File: config.mk
export PLATFORM = sky130hd
export DESIGN_NAME = ipv4_fragment_reassembly_tracker_flat
export DESIGN_NICKNAME = d
export VERILOG_FILES = /design/src/iprt_pkg.sv /design/src/iprt_if.sv /design/src/iprt_ram.sv /design/src/iprt_ctrl.sv /design/src/iprt_dp.sv /design/src/ipv4_fragment_reassembly_tracker.sv /design/src/flat_wrapper.sv
export SDC_FILE = /design/constraint.sdc
export NUM_CORES = 2
export LEC_CHECK = 0
export BUFFER_PORTS_ARGS = -buffer_cell sky130_fd_sc_hd__buf_4
export CORE_UTILIZATION = 63
export CTS_CLUSTER_DIAMETER = 100
export CTS_CLUSTER_SIZE = 16
export DETAILED_ROUTE_END_ITERATION = 8
export PLACE_DENSITY_LB_ADDON = 0.05
export SYNTH_ARGS = -nofsm -noshare
export SYNTH_HDL_FRONTEND = slang
export SYNTH_SLANG_ARGS = --single-unit
File: constraint.sdc
create_clock -name clk -period 10.06 [get_ports clk]
set_clock_uncertainty 0.2 [all_clocks]
set_input_delay 0.503 -clock clk [delete_from_list [all_inputs] [get_ports clk]]
set_output_delay 0.503 -clock clk [all_outputs]
set_load 0.01 [all_outputs]
File: src/iprt_pkg.sv
// Package of the IPv4 fragment reassembly tracker.
// Holds item kinds, result codes, datapath operations and the control structs.
// Depends on nothing.
package iprt_pkg;

    localparam logic [1:0] KIND_FRAG = 2'd0;
    localparam logic [1:0] KIND_RELEASE = 2'd1;
    localparam logic [1:0] KIND_TICK = 2'd2;

    localparam logic [2:0] ST_STORED = 3'd0;
    localparam logic [2:0] ST_DUPLICATE = 3'd1;
    localparam logic [2:0] ST_NOT_FRAG = 3'd2;
    localparam logic [2:0] ST_NO_FREE = 3'd3;
    localparam logic [2:0] ST_LIST_FULL = 3'd4;
    localparam logic [2:0] ST_RELEASED = 3'd5;
    localparam logic [2:0] ST_NOT_FOUND = 3'd6;
    localparam logic [2:0] ST_TICK_DONE = 3'd7;

    localparam int MF_BIT = 13;
    localparam int OFF_W = 13;
    localparam logic [15:0] TIMEOUT_RESET = 16'd60;

    typedef logic [4:0] op_t;

    localparam op_t OP_NONE = 5'd0;
    localparam op_t OP_LOAD = 5'd1;
    localparam op_t OP_KEY_RD = 5'd2;
    localparam op_t OP_KEY_CMP = 5'd3;
    localparam op_t OP_ALLOC = 5'd4;
    localparam op_t OP_LIST_RD = 5'd5;
    localparam op_t OP_LIST_CMP = 5'd6;
    localparam op_t OP_MARK = 5'd7;
    localparam op_t OP_SHIFT_RD = 5'd8;
    localparam op_t OP_SHIFT_WR = 5'd9;
    localparam op_t OP_INSERT = 5'd10;
    localparam op_t OP_CPL_INIT = 5'd11;
    localparam op_t OP_CPL_STEP = 5'd12;
    localparam op_t OP_SUM_INIT = 5'd13;
    localparam op_t OP_SUM_STEP = 5'd14;
    localparam op_t OP_FREE = 5'd15;
    localparam op_t OP_TICK_INIT = 5'd16;
    localparam op_t OP_AGE = 5'd17;
    localparam op_t OP_RESULT = 5'd18;

    typedef struct packed {
        op_t        op;
        logic [2:0] res;
    } cmd_t;

    typedef struct packed {
        logic [1:0] kind;
        logic       fo_zero;
        logic       match_now;
        logic       idx_last;
        logic       hit;
        logic       free_found;
        logic       k_lt_n;
        logic       scan_stop;
        logic       dup;
        logic       full;
        logic       k_gt_pos;
        logic       ok;
        logic       out_busy;
    } stat_t;

endpackage

File: src/iprt_if.sv
// Handshake channels of the IPv4 fragment reassembly tracker.
// Input item, result item and configuration write channels; no dependencies.
interface iprt_in_if;
    logic        valid;
    logic        ready;
    logic [1:0]  kind;
    logic [31:0] src_addr;
    logic [31:0] dst_addr;
    logic [15:0] ident;
    logic [15:0] flags_offset;
    logic [15:0] body_length;

    modport source (output valid, kind, src_addr, dst_addr, ident, flags_offset, body_length,
                    input ready);
    modport sink (input valid, kind, src_addr, dst_addr, ident, flags_offset, body_length,
                  output ready);
endinterface

interface iprt_out_if;
    logic        valid;
    logic        ready;
    logic [2:0]  status;
    logic        complete;
    logic [15:0] total_length;
    logic [6:0]  purged_count;

    modport source (output valid, status, complete, total_length, purged_count, input ready);
    modport sink (input valid, status, complete, total_length, purged_count, output ready);
endinterface

interface iprt_cfg_if;
    logic        valid;
    logic        ready;
    logic [15:0] data;

    modport source (output valid, data, input ready);
    modport sink (input valid, data, output ready);
endinterface

File: src/iprt_ram.sv
// Generic single-write, single-read RAM with a registered read port.
// No dependencies.
module iprt_ram #(
    parameter int WIDTH = 8,
    parameter int DEPTH = 8
) (
    input  logic                                  clk,
    input  logic                                  we,
    input  logic [(DEPTH > 1 ? $clog2(DEPTH) : 1)-1:0] waddr,
    input  logic [WIDTH-1:0]                      wdata,
    input  logic                                  re,
    input  logic [(DEPTH > 1 ? $clog2(DEPTH) : 1)-1:0] raddr,
    output logic [WIDTH-1:0]                      rdata
);

    logic [WIDTH-1:0] mem [DEPTH];

    always_ff @(posedge clk)
    begin
        if (we)
        begin
            mem[waddr] <= wdata;
        end
        if (re)
        begin
            rdata <= mem[raddr];
        end
    end

endmodule

File: src/iprt_ctrl.sv
// Controller of the IPv4 fragment reassembly tracker.
// Sequences the datapath operations for each item; uses iprt_pkg.
module iprt_ctrl (
    input  logic           clk,
    input  logic           rst_n,
    input  logic           in_valid,
    output logic           in_ready,
    input  iprt_pkg::stat_t stat,
    output iprt_pkg::cmd_t  cmd
);

    localparam logic [4:0] S_IDLE = 5'd0;
    localparam logic [4:0] S_DECODE = 5'd1;
    localparam logic [4:0] S_SRD = 5'd2;
    localparam logic [4:0] S_SCMP = 5'd3;
    localparam logic [4:0] S_SDONE = 5'd4;
    localparam logic [4:0] S_LCHK = 5'd5;
    localparam logic [4:0] S_LRD = 5'd6;
    localparam logic [4:0] S_LCMP = 5'd7;
    localparam logic [4:0] S_LDEC = 5'd8;
    localparam logic [4:0] S_SHCHK = 5'd9;
    localparam logic [4:0] S_SHRD = 5'd10;
    localparam logic [4:0] S_SHWR = 5'd11;
    localparam logic [4:0] S_CINIT = 5'd12;
    localparam logic [4:0] S_CCHK = 5'd13;
    localparam logic [4:0] S_CRD = 5'd14;
    localparam logic [4:0] S_CSTEP = 5'd15;
    localparam logic [4:0] S_SUMCHK = 5'd16;
    localparam logic [4:0] S_SURD = 5'd17;
    localparam logic [4:0] S_SUSTEP = 5'd18;
    localparam logic [4:0] S_TRD = 5'd19;
    localparam logic [4:0] S_TAGE = 5'd20;
    localparam logic [4:0] S_RES = 5'd21;

    logic [4:0] state_reg;
    logic [4:0] state_next;
    logic [2:0] res_reg;
    logic [2:0] res_next;

    assign in_ready = (state_reg == S_IDLE);

    always_comb
    begin
        state_next = state_reg;
        res_next = res_reg;
        cmd.op = iprt_pkg::OP_NONE;
        cmd.res = res_reg;
        unique case (state_reg)
            S_IDLE:
            begin
                if (in_valid)
                begin
                    cmd.op = iprt_pkg::OP_LOAD;
                    state_next = S_DECODE;
                end
            end
            S_DECODE:
            begin
                unique case (stat.kind)
                    iprt_pkg::KIND_FRAG:
                    begin
                        if (stat.fo_zero)
                        begin
                            res_next = iprt_pkg::ST_NOT_FRAG;
                            state_next = S_RES;
                        end
                        else
                        begin
                            state_next = S_SRD;
                        end
                    end
                    iprt_pkg::KIND_RELEASE:
                    begin
                        state_next = S_SRD;
                    end
                    iprt_pkg::KIND_TICK:
                    begin
                        cmd.op = iprt_pkg::OP_TICK_INIT;
                        state_next = S_TRD;
                    end
                    default:
                    begin
                        res_next = iprt_pkg::ST_NOT_FOUND;
                        state_next = S_RES;
                    end
                endcase
            end
            S_SRD:
            begin
                cmd.op = iprt_pkg::OP_KEY_RD;
                state_next = S_SCMP;
            end
            S_SCMP:
            begin
                cmd.op = iprt_pkg::OP_KEY_CMP;
                state_next = (stat.match_now || stat.idx_last) ? S_SDONE : S_SRD;
            end
            S_SDONE:
            begin
                if (stat.kind == iprt_pkg::KIND_FRAG)
                begin
                    if (stat.hit || stat.free_found)
                    begin
                        cmd.op = iprt_pkg::OP_ALLOC;
                        state_next = S_LCHK;
                    end
                    else
                    begin
                        res_next = iprt_pkg::ST_NO_FREE;
                        state_next = S_RES;
                    end
                end
                else if (stat.hit)
                begin
                    cmd.op = iprt_pkg::OP_SUM_INIT;
                    state_next = S_SUMCHK;
                end
                else
                begin
                    res_next = iprt_pkg::ST_NOT_FOUND;
                    state_next = S_RES;
                end
            end
            S_LCHK:
            begin
                state_next = (stat.k_lt_n && !stat.scan_stop) ? S_LRD : S_LDEC;
            end
            S_LRD:
            begin
                cmd.op = iprt_pkg::OP_LIST_RD;
                state_next = S_LCMP;
            end
            S_LCMP:
            begin
                cmd.op = iprt_pkg::OP_LIST_CMP;
                state_next = S_LCHK;
            end
            S_LDEC:
            begin
                if (!stat.dup && stat.full)
                begin
                    res_next = iprt_pkg::ST_LIST_FULL;
                    state_next = S_CINIT;
                end
                else
                begin
                    cmd.op = iprt_pkg::OP_MARK;
                    if (stat.dup)
                    begin
                        res_next = iprt_pkg::ST_DUPLICATE;
                        state_next = S_CINIT;
                    end
                    else
                    begin
                        res_next = iprt_pkg::ST_STORED;
                        state_next = S_SHCHK;
                    end
                end
            end
            S_SHCHK:
            begin
                if (stat.k_gt_pos)
                begin
                    state_next = S_SHRD;
                end
                else
                begin
                    cmd.op = iprt_pkg::OP_INSERT;
                    state_next = S_CINIT;
                end
            end
            S_SHRD:
            begin
                cmd.op = iprt_pkg::OP_SHIFT_RD;
                state_next = S_SHWR;
            end
            S_SHWR:
            begin
                cmd.op = iprt_pkg::OP_SHIFT_WR;
                state_next = S_SHCHK;
            end
            S_CINIT:
            begin
                cmd.op = iprt_pkg::OP_CPL_INIT;
                state_next = S_CCHK;
            end
            S_CCHK:
            begin
                state_next = (stat.k_lt_n && stat.ok) ? S_CRD : S_RES;
            end
            S_CRD:
            begin
                cmd.op = iprt_pkg::OP_LIST_RD;
                state_next = S_CSTEP;
            end
            S_CSTEP:
            begin
                cmd.op = iprt_pkg::OP_CPL_STEP;
                state_next = S_CCHK;
            end
            S_SUMCHK:
            begin
                if (stat.k_lt_n)
                begin
                    state_next = S_SURD;
                end
                else
                begin
                    cmd.op = iprt_pkg::OP_FREE;
                    res_next = iprt_pkg::ST_RELEASED;
                    state_next = S_RES;
                end
            end
            S_SURD:
            begin
                cmd.op = iprt_pkg::OP_LIST_RD;
                state_next = S_SUSTEP;
            end
            S_SUSTEP:
            begin
                cmd.op = iprt_pkg::OP_SUM_STEP;
                state_next = S_SUMCHK;
            end
            S_TRD:
            begin
                cmd.op = iprt_pkg::OP_KEY_RD;
                state_next = S_TAGE;
            end
            S_TAGE:
            begin
                cmd.op = iprt_pkg::OP_AGE;
                if (stat.idx_last)
                begin
                    res_next = iprt_pkg::ST_TICK_DONE;
                    state_next = S_RES;
                end
                else
                begin
                    state_next = S_TRD;
                end
            end
            S_RES:
            begin
                if (!stat.out_busy)
                begin
                    cmd.op = iprt_pkg::OP_RESULT;
                    state_next = S_IDLE;
                end
            end
            default:
            begin
                state_next = S_IDLE;
            end
        endcase
    end

    always_ff @(posedge clk or negedge rst_n)
    begin
        if (!rst_n)
        begin
            state_reg <= S_IDLE;
            res_reg <= iprt_pkg::ST_NOT_FOUND;
        end
        else
        begin
            state_reg <= state_next;
            res_reg <= res_next;
        end
    end

endmodule

File: src/iprt_dp.sv
// Datapath of the IPv4 fragment reassembly tracker.
// Entry flags, key, time-stamp and fragment memories, counters and the result
// register; uses iprt_pkg, iprt_if and iprt_ram.
module iprt_dp #(
    parameter int NUM_DATAGRAMS = 8,
    parameter int MAX_FRAGMENTS = 8,
    parameter int HEADER_BYTES = 20
) (
    input  logic            clk,
    input  logic            rst_n,
    input  logic            in_ready,
    iprt_in_if.sink         in_ch,
    iprt_out_if.source      out_ch,
    iprt_cfg_if.sink        cfg,
    input  iprt_pkg::cmd_t  cmd,
    output iprt_pkg::stat_t stat
);

    localparam int EW = (NUM_DATAGRAMS > 1) ? $clog2(NUM_DATAGRAMS) : 1;
    localparam int KW = $clog2(MAX_FRAGMENTS + 1);
    localparam int SLOTS = NUM_DATAGRAMS * MAX_FRAGMENTS;
    localparam int AW = (SLOTS > 1) ? $clog2(SLOTS) : 1;
    localparam int SW = 16 + KW + 1;
    localparam int KEY_W = 80;
    localparam int FRAG_W = iprt_pkg::OFF_W + 16;

    logic [1:0]  kind_reg;
    logic [31:0] src_reg;
    logic [31:0] dst_reg;
    logic [15:0] ident_reg;
    logic [15:0] fo_reg;
    logic [15:0] len_reg;
    logic [15:0] timeout_reg;
    logic [31:0] now_reg;

    logic          valid_reg [NUM_DATAGRAMS];
    logic          end_reg [NUM_DATAGRAMS];
    logic [KW-1:0] count_reg [NUM_DATAGRAMS];

    logic [EW-1:0] idx_reg;
    logic [EW-1:0] hit_idx_reg;
    logic [EW-1:0] free_idx_reg;
    logic [EW-1:0] e_reg;
    logic          hit_reg;
    logic          free_reg;
    logic [KW-1:0] k_reg;
    logic [KW-1:0] pos_reg;
    logic          dup_reg;
    logic          stop_reg;
    logic          ok_reg;
    logic [SW-1:0] acc_reg;
    logic [6:0]    purged_reg;

    logic        out_valid_reg;
    logic [2:0]  out_status_reg;
    logic        out_complete_reg;
    logic [15:0] out_total_reg;
    logic [6:0]  out_purged_reg;

    logic              key_we;
    logic [KEY_W-1:0]  key_rdata;
    logic              key_re;
    logic              ls_we;
    logic [31:0]       ls_rdata;
    logic              frag_we;
    logic [AW-1:0]     frag_waddr;
    logic [FRAG_W-1:0] frag_wdata;
    logic              frag_re;
    logic [AW-1:0]     frag_raddr;
    logic [FRAG_W-1:0] frag_rdata;

    logic [KW-1:0]            count_cur;
    logic                     match_now;
    logic                     idx_last;
    logic [iprt_pkg::OFF_W-1:0] off_in;
    logic [iprt_pkg::OFF_W-1:0] off_st;
    logic [15:0]              len_st;
    logic [EW-1:0]            alloc_idx;
    int                       base;
    logic [31:0]              age;

    assign count_cur = count_reg[e_reg];
    assign idx_last = (idx_reg == EW'(NUM_DATAGRAMS - 1));
    assign match_now = valid_reg[idx_reg] && (key_rdata == {src_reg, dst_reg, ident_reg});
    assign off_in = fo_reg[iprt_pkg::OFF_W-1:0];
    assign off_st = frag_rdata[FRAG_W-1:16];
    assign len_st = frag_rdata[15:0];
    assign alloc_idx = hit_reg ? hit_idx_reg : free_idx_reg;
    assign base = int'(e_reg) * MAX_FRAGMENTS;
    assign age = now_reg - ls_rdata;

    assign key_we = (cmd.op == iprt_pkg::OP_ALLOC) && !hit_reg;
    assign key_re = (cmd.op == iprt_pkg::OP_KEY_RD);
    assign ls_we = (cmd.op == iprt_pkg::OP_MARK);
    assign frag_re = (cmd.op == iprt_pkg::OP_LIST_RD) || (cmd.op == iprt_pkg::OP_SHIFT_RD);
    assign frag_raddr = (cmd.op == iprt_pkg::OP_SHIFT_RD) ? AW'(base + int'(k_reg) - 1)
                                                          : AW'(base + int'(k_reg));
    assign frag_we = (cmd.op == iprt_pkg::OP_SHIFT_WR) || (cmd.op == iprt_pkg::OP_INSERT);
    assign frag_waddr = (cmd.op == iprt_pkg::OP_SHIFT_WR) ? AW'(base + int'(k_reg))
                                                          : AW'(base + int'(pos_reg));
    assign frag_wdata = (cmd.op == iprt_pkg::OP_SHIFT_WR) ? frag_rdata : {off_in, len_reg};

    iprt_ram #(.WIDTH(KEY_W), .DEPTH(NUM_DATAGRAMS)) u_key_ram (
        .clk   (clk),
        .we    (key_we),
        .waddr (alloc_idx),
        .wdata ({src_reg, dst_reg, ident_reg}),
        .re    (key_re),
        .raddr (idx_reg),
        .rdata (key_rdata)
    );

    iprt_ram #(.WIDTH(32), .DEPTH(NUM_DATAGRAMS)) u_ls_ram (
        .clk   (clk),
        .we    (ls_we),
        .waddr (e_reg),
        .wdata (now_reg),
        .re    (key_re),
        .raddr (idx_reg),
        .rdata (ls_rdata)
    );

    iprt_ram #(.WIDTH(FRAG_W), .DEPTH(SLOTS)) u_frag_ram (
        .clk   (clk),
        .we    (frag_we),
        .waddr (frag_waddr),
        .wdata (frag_wdata),
        .re    (frag_re),
        .raddr (frag_raddr),
        .rdata (frag_rdata)
    );

    assign in_ch.ready = in_ready;
    assign cfg.ready = 1'b1;

    always_comb
    begin
        stat.kind = kind_reg;
        stat.fo_zero = (fo_reg == 16'd0);
        stat.match_now = match_now;
        stat.idx_last = idx_last;
        stat.hit = hit_reg;
        stat.free_found = free_reg;
        stat.k_lt_n = (k_reg < count_cur);
        stat.scan_stop = stop_reg;
        stat.dup = dup_reg;
        stat.full = (count_cur >= KW'(MAX_FRAGMENTS));
        stat.k_gt_pos = (k_reg > pos_reg);
        stat.ok = ok_reg;
        stat.out_busy = out_valid_reg && !out_ch.ready;
    end

    assign out_ch.valid = out_valid_reg;
    assign out_ch.status = out_status_reg;
    assign out_ch.complete = out_complete_reg;
    assign out_ch.total_length = out_total_reg;
    assign out_ch.purged_count = out_purged_reg;

    always_ff @(posedge clk or negedge rst_n)
    begin
        if (!rst_n)
        begin
            timeout_reg <= iprt_pkg::TIMEOUT_RESET;
            now_reg <= 32'd0;
            out_valid_reg <= 1'b0;
            for (int i = 0; i < NUM_DATAGRAMS; i++)
            begin
                valid_reg[i] <= 1'b0;
                end_reg[i] <= 1'b0;
                count_reg[i] <= '0;
            end
        end
        else
        begin
            if (cfg.valid)
            begin
                timeout_reg <= cfg.data;
            end
            if (cmd.op == iprt_pkg::OP_RESULT)
            begin
                out_valid_reg <= 1'b1;
            end
            else if (out_valid_reg && out_ch.ready)
            begin
                out_valid_reg <= 1'b0;
            end
            unique case (cmd.op)
                iprt_pkg::OP_ALLOC:
                begin
                    if (!hit_reg)
                    begin
                        valid_reg[alloc_idx] <= 1'b1;
                        end_reg[alloc_idx] <= 1'b0;
                        count_reg[alloc_idx] <= '0;
                    end
                end
                iprt_pkg::OP_MARK:
                begin
                    if (!fo_reg[iprt_pkg::MF_BIT])
                    begin
                        end_reg[e_reg] <= 1'b1;
                    end
                end
                iprt_pkg::OP_INSERT:
                begin
                    count_reg[e_reg] <= count_cur + KW'(1);
                end
                iprt_pkg::OP_FREE:
                begin
                    valid_reg[e_reg] <= 1'b0;
                    end_reg[e_reg] <= 1'b0;
                    count_reg[e_reg] <= '0;
                end
                iprt_pkg::OP_TICK_INIT:
                begin
                    now_reg <= now_reg + 32'd1;
                end
                iprt_pkg::OP_AGE:
                begin
                    if (valid_reg[idx_reg] && (age > {16'd0, timeout_reg}))
                    begin
                        valid_reg[idx_reg] <= 1'b0;
                        end_reg[idx_reg] <= 1'b0;
                        count_reg[idx_reg] <= '0;
                    end
                end
                default:
                begin
                end
            endcase
        end
    end

    always_ff @(posedge clk)
    begin
        unique case (cmd.op)
            iprt_pkg::OP_LOAD:
            begin
                kind_reg <= in_ch.kind;
                src_reg <= in_ch.src_addr;
                dst_reg <= in_ch.dst_addr;
                ident_reg <= in_ch.ident;
                fo_reg <= in_ch.flags_offset;
                len_reg <= in_ch.body_length;
                idx_reg <= '0;
                hit_reg <= 1'b0;
                free_reg <= 1'b0;
                ok_reg <= 1'b0;
            end
            iprt_pkg::OP_KEY_CMP:
            begin
                if (match_now && !hit_reg)
                begin
                    hit_reg <= 1'b1;
                    hit_idx_reg <= idx_reg;
                end
                if (!valid_reg[idx_reg] && !free_reg)
                begin
                    free_reg <= 1'b1;
                    free_idx_reg <= idx_reg;
                end
                if (!idx_last)
                begin
                    idx_reg <= idx_reg + EW'(1);
                end
            end
            iprt_pkg::OP_ALLOC:
            begin
                e_reg <= alloc_idx;
                pos_reg <= hit_reg ? count_reg[hit_idx_reg] : '0;
                k_reg <= '0;
                dup_reg <= 1'b0;
                stop_reg <= 1'b0;
            end
            iprt_pkg::OP_LIST_CMP:
            begin
                if (off_st == off_in)
                begin
                    dup_reg <= 1'b1;
                    stop_reg <= 1'b1;
                end
                else if (off_in < off_st)
                begin
                    pos_reg <= k_reg;
                    stop_reg <= 1'b1;
                end
                else
                begin
                    k_reg <= k_reg + KW'(1);
                end
            end
            iprt_pkg::OP_MARK:
            begin
                k_reg <= count_cur;
            end
            iprt_pkg::OP_SHIFT_WR:
            begin
                k_reg <= k_reg - KW'(1);
            end
            iprt_pkg::OP_CPL_INIT:
            begin
                k_reg <= '0;
                acc_reg <= '0;
                ok_reg <= end_reg[e_reg];
            end
            iprt_pkg::OP_CPL_STEP:
            begin
                if (SW'({off_st, 3'b000}) != acc_reg)
                begin
                    ok_reg <= 1'b0;
                end
                acc_reg <= acc_reg + SW'(len_st);
                k_reg <= k_reg + KW'(1);
            end
            iprt_pkg::OP_SUM_INIT:
            begin
                e_reg <= hit_idx_reg;
                k_reg <= '0;
                acc_reg <= SW'(HEADER_BYTES);
            end
            iprt_pkg::OP_SUM_STEP:
            begin
                acc_reg <= acc_reg + SW'(len_st);
                k_reg <= k_reg + KW'(1);
            end
            iprt_pkg::OP_TICK_INIT:
            begin
                idx_reg <= '0;
                purged_reg <= '0;
            end
            iprt_pkg::OP_AGE:
            begin
                if (valid_reg[idx_reg] && (age > {16'd0, timeout_reg}))
                begin
                    purged_reg <= purged_reg + 7'd1;
                end
                if (!idx_last)
                begin
                    idx_reg <= idx_reg + EW'(1);
                end
            end
            iprt_pkg::OP_RESULT:
            begin
                out_status_reg <= cmd.res;
                out_complete_reg <= ((cmd.res == iprt_pkg::ST_STORED)
                                     || (cmd.res == iprt_pkg::ST_DUPLICATE)
                                     || (cmd.res == iprt_pkg::ST_LIST_FULL)) && ok_reg;
                if (cmd.res == iprt_pkg::ST_RELEASED)
                begin
                    out_total_reg <= (acc_reg > SW'(16'hFFFF)) ? 16'hFFFF : acc_reg[15:0];
                end
                else
                begin
                    out_total_reg <= 16'd0;
                end
                out_purged_reg <= (cmd.res == iprt_pkg::ST_TICK_DONE) ? purged_reg : 7'd0;
            end
            default:
            begin
            end
        endcase
    end

endmodule

File: src/ipv4_fragment_reassembly_tracker.sv
// Top level of the IPv4 fragment reassembly tracker.
// Joins iprt_ctrl and iprt_dp; uses iprt_pkg and the channels of iprt_if.
//
// Items are taken one at a time. Every item is taken and then decoded. A
// fragment item then searches the datagram table entry by entry, scans the
// entry's stored fragments for the insertion point, moves the slots behind it
// up by one and walks the fragment list to check completeness. A release
// takes the search and then sums the lengths of its fragments; a tick ages
// every entry of the table, and a zero flags/offset field or an unused kind
// goes straight to the result. Each step waits for one registered memory
// read. A finished result waits in an output register, so the next item is
// taken while it is pending; that item stalls in its result state until the
// register has drained.
module ipv4_fragment_reassembly_tracker #(
    parameter int NUM_DATAGRAMS = 8,
    parameter int MAX_FRAGMENTS = 8,
    parameter int HEADER_BYTES = 20
) (
    input logic        clk,
    input logic        rst_n,
    iprt_in_if.sink    frag_in,
    iprt_out_if.source result_out,
    iprt_cfg_if.sink   cfg
);

    iprt_pkg::cmd_t  cmd;
    iprt_pkg::stat_t stat;
    logic            in_ready;

    iprt_ctrl u_ctrl (
        .clk      (clk),
        .rst_n    (rst_n),
        .in_valid (frag_in.valid),
        .in_ready (in_ready),
        .stat     (stat),
        .cmd      (cmd)
    );

    iprt_dp #(
        .NUM_DATAGRAMS (NUM_DATAGRAMS),
        .MAX_FRAGMENTS (MAX_FRAGMENTS),
        .HEADER_BYTES  (HEADER_BYTES)
    ) u_dp (
        .clk      (clk),
        .rst_n    (rst_n),
        .in_ready (in_ready),
        .in_ch    (frag_in),
        .out_ch   (result_out),
        .cfg      (cfg),
        .cmd      (cmd),
        .stat     (stat)
    );

endmodule
File: src/flat_wrapper.sv
// flat-port wrapper written by rule: the top's interface ports become plain ports
module ipv4_fragment_reassembly_tracker_flat 
#(
    parameter int NUM_DATAGRAMS = 8,
    parameter int MAX_FRAGMENTS = 8,
    parameter int HEADER_BYTES = 20
)
  (clk, rst_n, frag_in_valid, frag_in_kind, frag_in_src_addr, frag_in_dst_addr, frag_in_ident, frag_in_flags_offset, frag_in_body_length, frag_in_ready, result_out_valid, result_out_status, result_out_complete, result_out_total_length, result_out_purged_count, result_out_ready, cfg_valid, cfg_data, cfg_ready);
  iprt_in_if frag_in_i ();
  iprt_out_if result_out_i ();
  iprt_cfg_if cfg_i ();
  input logic clk;
  input logic rst_n;
  input wire logic [$bits(frag_in_i.valid)-1:0] frag_in_valid;
  input wire logic [$bits(frag_in_i.kind)-1:0] frag_in_kind;
  input wire logic [$bits(frag_in_i.src_addr)-1:0] frag_in_src_addr;
  input wire logic [$bits(frag_in_i.dst_addr)-1:0] frag_in_dst_addr;
  input wire logic [$bits(frag_in_i.ident)-1:0] frag_in_ident;
  input wire logic [$bits(frag_in_i.flags_offset)-1:0] frag_in_flags_offset;
  input wire logic [$bits(frag_in_i.body_length)-1:0] frag_in_body_length;
  output wire logic [$bits(frag_in_i.ready)-1:0] frag_in_ready;
  output wire logic [$bits(result_out_i.valid)-1:0] result_out_valid;
  output wire logic [$bits(result_out_i.status)-1:0] result_out_status;
  output wire logic [$bits(result_out_i.complete)-1:0] result_out_complete;
  output wire logic [$bits(result_out_i.total_length)-1:0] result_out_total_length;
  output wire logic [$bits(result_out_i.purged_count)-1:0] result_out_purged_count;
  input wire logic [$bits(result_out_i.ready)-1:0] result_out_ready;
  input wire logic [$bits(cfg_i.valid)-1:0] cfg_valid;
  input wire logic [$bits(cfg_i.data)-1:0] cfg_data;
  output wire logic [$bits(cfg_i.ready)-1:0] cfg_ready;
  assign frag_in_i.valid = frag_in_valid;
  assign frag_in_i.kind = frag_in_kind;
  assign frag_in_i.src_addr = frag_in_src_addr;
  assign frag_in_i.dst_addr = frag_in_dst_addr;
  assign frag_in_i.ident = frag_in_ident;
  assign frag_in_i.flags_offset = frag_in_flags_offset;
  assign frag_in_i.body_length = frag_in_body_length;
  assign frag_in_ready = frag_in_i.ready;
  assign result_out_valid = result_out_i.valid;
  assign result_out_status = result_out_i.status;
  assign result_out_complete = result_out_i.complete;
  assign result_out_total_length = result_out_i.total_length;
  assign result_out_purged_count = result_out_i.purged_count;
  assign result_out_i.ready = result_out_ready;
  assign cfg_i.valid = cfg_valid;
  assign cfg_i.data = cfg_data;
  assign cfg_ready = cfg_i.ready;
  ipv4_fragment_reassembly_tracker #(.NUM_DATAGRAMS(NUM_DATAGRAMS), .MAX_FRAGMENTS(MAX_FRAGMENTS), .HEADER_BYTES(HEADER_BYTES)) u_core (.clk(clk), .rst_n(rst_n), .frag_in(frag_in_i), .result_out(result_out_i), .cfg(cfg_i));
endmodule
-- Word-level counts from Yosys, hierarchy flattened
Memories as Yosys holds them, arrays and structs flattened. A register that Yosys moved wholly into a read port is not among the register bits.
Cells that the tools add are included.
- flip-flop bits (word level): 299
- bits in writable memories: 2752
- input port bits: 135
- output and inout bits: 30
- logic and storage cells: 343
- memories: 3
- add/subtract/negate cells: 11
- $lt $le $gt $ge: 13
- eq/ne operators: 69
- muxes and demuxes: 108
- bitwise logic cells: 20
- reduce and logical (&&, ||, !) cells: 67
- memories (memory ; words ; width ; read ports ; clocked after Yosys merged registers in ; write ports ; RTL line ; RTL):
    u_core.u_dp.u_frag_ram.mem ; 64 ; 29 ; 1 ; 1 ; 1 ; iprt_ram.sv:16 ; logic [WIDTH-1:0] mem [DEPTH];
    u_core.u_dp.u_key_ram.mem ; 8 ; 80 ; 1 ; 1 ; 1 ; iprt_ram.sv:16 ;
    u_core.u_dp.u_ls_ram.mem ; 8 ; 32 ; 1 ; 1 ; 1 ; iprt_ram.sv:16 ;
- operator list (operator ; count):
    one-hot mux 32 bit (4 select lines) ; 1
    one-hot mux 5 bit (21 select lines) ; 1
    AND 32 bit ; 3
    NOT 32 bit ; 3
    one-hot mux 5 bit (17 select lines) ; 1
    == test 5 x 4 -> 1 bit, second input constant ; 16
    == test 80 bit ; 1
    2-to-1 mux 32 bit ; 2
    2-to-1 mux 4 bit ; 16
    one-hot mux 21 bit (3 select lines) ; 1
    2-to-1 mux 3 bit ; 18
    == test 5 bit, second input constant ; 9
    2-to-1 mux 5 bit ; 9
    AND 8 bit ; 5
    == test 5 x 3 -> 1 bit, second input constant ; 8
    2-to-1 mux 8 bit ; 5
    demux 4 bit (select 3 bit) ; 3
    adder 32 x 1 -> 32 bit, second input constant ; 1
    bitwise mux 32 bit ; 1
    greater-than comparator 32 x 16 -> 1 bit ; 1
    != test 2 bit, second input constant ; 16
    one-hot mux 8 bit (4 select lines) ; 1
    subtractor 32 bit ; 1
    2-to-1 mux 29 bit ; 1
    other kinds (59) ; 164

-- Depth between registers and ports, before layout
- depth in word-level cells: 12
- gate-level depth with buffers: 23
- depth with buffers taken out: 21

-- By module
Synthesis repeated with hierarchy kept, for this count alone.
- cell total of the unflattened synthesis: 6603
- area, all modules: 127990.3 um2
- by module, submodules not included (module ; times used ; cells an instance ; area an instance (um2) ; sequential area each (um2)):
    iprt_ram (u_core.u_dp.u_frag_ram) ; 1 ; 3216 ; 71832.6 ; 56604.3
    iprt_ram (u_core.u_dp.u_key_ram) ; 1 ; 1018 ; 26455.4 ; 21620.7
    iprt_dp ; 1 ; 1784 ; 17742.0 ; 8257.9
    iprt_ram (u_core.u_dp.u_ls_ram) ; 1 ; 415 ; 10786.6 ; 8648.3
    iprt_ctrl ; 1 ; 170 ; 1173.6 ; 202.7

-- Worst setup path before layout
OpenSTA, ideal clock, no wires.
- path type: reg-to-reg
- start: register u_core.u_dp.kind_reg[0]
- end: memory u_core.u_dp.u_key_ram.mem[0][0] (netlist name), enable pin
- library setup time: 616 ps
- data arrival time: 7317 ps
- data required time: 9244 ps
- slack: 1927 ps
- stages on the path, launching flop included: 9
- buffers on the path: 2
- clock period less this slack: 8133 ps
- path through: edfxtp_1 inv_1 ha_1 clkbuf_1 o21ai_0 or4_1 clkbuf_1 or3_1 nor3_1
- cells in the longest elaborated chain, start to end: 7
- elaborated cells on any way between the ends: 9
- classes of those cells: eq/ne (2); mux (5); reduce/logical (2)
- RTL lines (what ; RTL line ; RTL):
    start: declaration ; iprt_dp.sv:27 ; logic [1:0] kind_reg;
    start signal: assignment ; iprt_dp.sv:239 ; kind_reg <= in_ch.kind;
    == test 2 bit / logical NOT 2 bit (equally long branches) ; iprt_ctrl.sv:59, iprt_ctrl.sv:100 ;
    2-to-1 mux 5 bit (on tied branches) ; iprt_ctrl.sv:59, iprt_ctrl.sv:100 ;
    one-hot mux 5 bit (17 select lines) * ; iprt_ctrl.sv:48 ; unique case (state_reg)
    == test 5 x 3 -> 1 bit * ; iprt_dp.sv:92 ; assign key_we = (cmd.op == iprt_pkg::OP_ALLOC) && !hit_reg;
    logical AND 1 bit * ; iprt_dp.sv:92 ;
    2-to-1 mux 1 bit * ; iprt_ram.sv:20 ; if (we)
    2-to-1 mux 1 bit (implied by the code) * ; iprt_ram.sv:22 ; mem[waddr] <= wdata;
    end: declaration ; iprt_ram.sv:16 ;
Every way passes the cells marked *; elsewhere a longest branch is shown, timed or not.

-- Worst setup path in the final report
- start: register u_core.u_ctrl.state_reg[4]
- end: memory u_core.u_dp.u_frag_ram.mem[41][10] (netlist name), enable pin
- cells in the longest elaborated chain, start to end: 7
- elaborated cells on any way between the ends: 29
- classes of those cells: eq/ne (21); mux (4); reduce/logical (4)
- RTL lines (what ; RTL line ; RTL):
    start: declaration ; iprt_ctrl.sv:35 ; logic [4:0] state_reg;
    start signal: assignment ; iprt_ctrl.sv:266 ; state_reg <= state_next;
    == test 5 bit (tied with other cells) ; iprt_ctrl.sv:48 ;
    OR reduction 3 bit (no line) / OR reduction 2 bit (equally long branches) ; - ;
    one-hot mux 5 bit (17 select lines) * ; iprt_ctrl.sv:48 ;
    == test 5 x 4 -> 1 bit (on tied branches) ; iprt_dp.sv:98, iprt_dp.sv:99 ;
    logical OR 1 bit ; iprt_dp.sv:98 ; assign frag_we = (cmd.op == iprt_pkg::OP_SHIFT_WR) || (cmd.op == iprt_pkg::OP_INSERT);
    2-to-1 mux 1 bit ; iprt_ram.sv:20 ;
    2-to-1 mux 1 bit (implied by the code) ; iprt_ram.sv:22 ;
    end: declaration ; iprt_ram.sv:16 ;
Marked as above.

==> impl_metrics.env <==
export IMPL_grt_busiest_layer="met2"
export IMPL_final_util_pct=70.17
export IMPL_met1_usage_pct=42.05
export IMPL_routabilityCongestion=0.9299
export IMPL_cts_htree_levels=4
export IMPL_antenna_found_initial=6
export IMPL_synth_distinct_cells=84
export IMPL_synth_top_flop_cell="edfxtp_1"
export IMPL_first_pass_iters=8
export IMPL_clockBufferDepth=3
export IMPL_die_area_um2=199300
export IMPL_irDropWorstVdd_uv=233.6
export IMPL_cts_tree="yes"
export IMPL_die_h_um=446.5
export IMPL_ys_ff_latch=3192
export IMPL_crit_type="flip-flop to flip-flop"
export IMPL_syn_nets=6603
export IMPL_max_cap_viol_count=0
export IMPL_crit_path_start_kind="flip-flop"
export IMPL_hold_viol_final=0
export IMPL_async_flop_share_pct=3.289
export IMPL_cp_arrival_ns=6.69
export IMPL_cts_setup_buffers=0
export IMPL_finalSetupTns_ns=0
export IMPL_dr_total_vias=63520
export IMPL_place_port_buffers=163
export IMPL_met3_usage_pct=4.302
export IMPL_cp_end_kind="flip-flop"
export IMPL_yosysSeqAreaShare_pct=76.59
export IMPL_dr_first_iter_drc_count=7452
export IMPL_totalWireLength_mm=299.9
export IMPL_grt_util_met2_pct=50.12
export IMPL_slew_viol_final=0
export IMPL_viasPerCell=6.750
export IMPL_grt_max_degree=162
export IMPL_cts_root_buf="clkbuf_16"
export IMPL_grt_ovfl_total=0
export IMPL_slew_headroom_pct=16.41
export IMPL_hold_worst_slack_ns=0.1496
export IMPL_coreArea_um2=195600
export IMPL_worst_slew_pin_slew_ns=1.253
export IMPL_powerDensity_nw_per_um2=230.5
export IMPL_initial_utilization_pct=63.63
export IMPL_clkSinkCount=3192
export IMPL_finalSetupViolations=0
export IMPL_synth_cells=6367
export IMPL_core_rowCount=162
export IMPL_top_regs="u_core.u_dp.u_frag_ram.mem x1856, u_core.u_dp.u_key_ram.mem x640, u_core.u_dp.u_ls_ram.mem x256"
export IMPL_track_usage_pct=30.49
export IMPL_status="completed"
export IMPL_finalCritPeriodShare_pct=63.73
export IMPL_wl_per_cell_um=31.87
export IMPL_cp_max_fo=51
export IMPL_cts_resized=0
export IMPL_cts_buffers=218
export IMPL_postRouteAntennaNets=0
export IMPL_nNetsFinal=6960
export IMPL_rsz0062_at_grt="no"
export IMPL_top_register="u_core.u_dp.u_frag_ram.mem"
export IMPL_critPathRequiredTime_ns=10.33
export IMPL_ys_warn_count=0
export IMPL_path_clk_slew_ns=0.07
export IMPL_p_leak_nw=44.32
export IMPL_die_w_um=446.5
export IMPL_fmax_mhz=156.0
export IMPL_clk_latency_ns=0.88
export IMPL_dp_hpwl_mm=168.8
export IMPL_grt_pass1_wl_mm=433.9
export IMPL_largest_register_ffs=1856
export IMPL_grt_pass1_vias=63360
export IMPL_layout_drive_gt1_share_pct=19.17
export IMPL_io_pins=165
export IMPL_drc=0
export IMPL_fin_crit_ns=6.411
export IMPL_synth_area_um2=124500
export IMPL_syn_to_final_growth_pct=10.28
export IMPL_syn_area_per_cell_um2=19.55
export IMPL_hp_class="primary input to flip-flop"
export IMPL_synth_edf_count=3087
[critical path: stages (launching register included)]
cell and delay (ns):
dfrtp_1 0.66, nor2_4 0.24, and2_0 0.40, nand3_4 0.66, inv_1 1.09, mux2i_1 0.59, nand2b_1 0.28, nand2b_1 0.68
nor2_4 1.13
[final timing paths]
path,from,end,slack [ns],cells after the start
max in group asynchronous,rst_n,u_core.u_ctrl.state_reg[0],8.15,4
setup / recovery,u_core.u_ctrl.state_reg[4],u_core.u_dp.u_frag_ram.mem[41][10],3.65,8
hold / removal,frag_in_flags_offset[7],u_core.u_dp.fo_reg[7],0.15,2
setup reg to reg,u_core.u_ctrl.state_reg[4],u_core.u_dp.u_frag_ram.mem[41][10],3.65,8
min in group asynchronous,rst_n,u_core.u_dp.timeout_reg[5],0.58,3
hold reg to reg,u_core.u_ctrl.res_reg[2],u_core.u_ctrl.res_reg[2],0.31,2
[routing by layer]
layer / vias up / wire length [um]
li1: 26750 / -
met2: 3030 / 149900
met4: 2 / 12490
met5: - / 13
met3: 498 / 23370
met1: 33240 / 114100
[stage by stage]
step	total power [W]	cell area [um^2]	cells	setup slack [ns]
floorplan	0.02102	124500	6367	1.927
global placement	0.02354	129700	8962	3.446
detailed placement	0.02364	129700	8962	3.752
CTS	0.03174	137200	9405	3.754
global route	0.03266	137300	9409	3.319
finish	0.03164	137300	9410	3.649
[cell families after synthesis]
group | Yosys count | synth area share, %
DFF | 3192 | 76.59
AOI/OAI and AO/OA | 943 | 5.350
and+or+nand+nor | 904 | 3.530
muxes | 605 | 10.79
buffers and inverters | 447 | 1.476
xor gates and xnor gates | 174 | 1.224
adders and majority gates | 101 | 1.033
other | 1 | 0.003013
[where the power goes]
part | internal, W | total [W] | switching, W
sequential | 0.0156 | 0.0161 | 0.000522
combinational | 0.00282 | 0.00729 | 0.00447
clock | 0.00402 | 0.00821 | 0.00419
[cell usage after synthesis, types with 10 or more instances]
library cell  count  area (um^2)
buf_2            94        470.5
nor2_1          205        769.5
nor3_1           44        220.2
and3_1           23        143.9
a211oi_1         61        457.9
a21o_1           32        240.2
o22ai_1          15        93.84
a31oi_1          37        231.5
clkbuf_1        180        675.7
a21oi_2          10        87.58
mux2i_1          14        140.1
nor4_1           34        212.7
xor2_1          106        928.4
or3_1            13        81.33
xnor2_1          68        595.6
nand2_1         278         1044
a22oi_1         476         3573
ha_1             98         1226
nand4_1         146        913.4
o21a_1           30        225.2
and2_1           45        281.5
inv_1           126        473.0
a21oi_1         100        500.5
mux4_2          589        13270
o221ai_1         11        96.34
o21ai_0          86        430.4
nand3_1          52        260.3
o21ai_1          16        80.08
buf_1            39        146.4
edfxtp_1       3087        92700
dfrtp_1          99         2477
nand2b_1         17        106.4
nor2b_1          13        81.33
[cells in the final DEF (no fill, tap or decap), types with 98 or more instances in the layout]
master            n
dfrtp_1          99
dlygate4sd3_1   165
a22oi_1         476
nand4_1         146
edfxtp_1       3087
buf_4           282
inv_1           126
nand2_1         262
nor2_1          128
a21oi_1         100
clkbuf_16       225
ha_1             98
xor2_1          104
mux4_2          589
[final cells by class]
class | instances | area, um^2
antenna | 5 | 12.51
clock buffer | 267 | 5788
clock inverter | 10 | 130.1
fill | 12040 | 58340
inverter | 127 | 476.7
multi-input combinational | 2728 | 28270
sequential | 3192 | 95330
tap | 2624 | 3283
timing repair buffer | 457 | 3969
[what timing repair did]
action,4_1_cts,5_1_grt
hold buffers,166,0
hold endpoints to repair,175,0
endpoints found under the setup margin,0,0
Note: power is estimated with default switching activity, not from simulation.
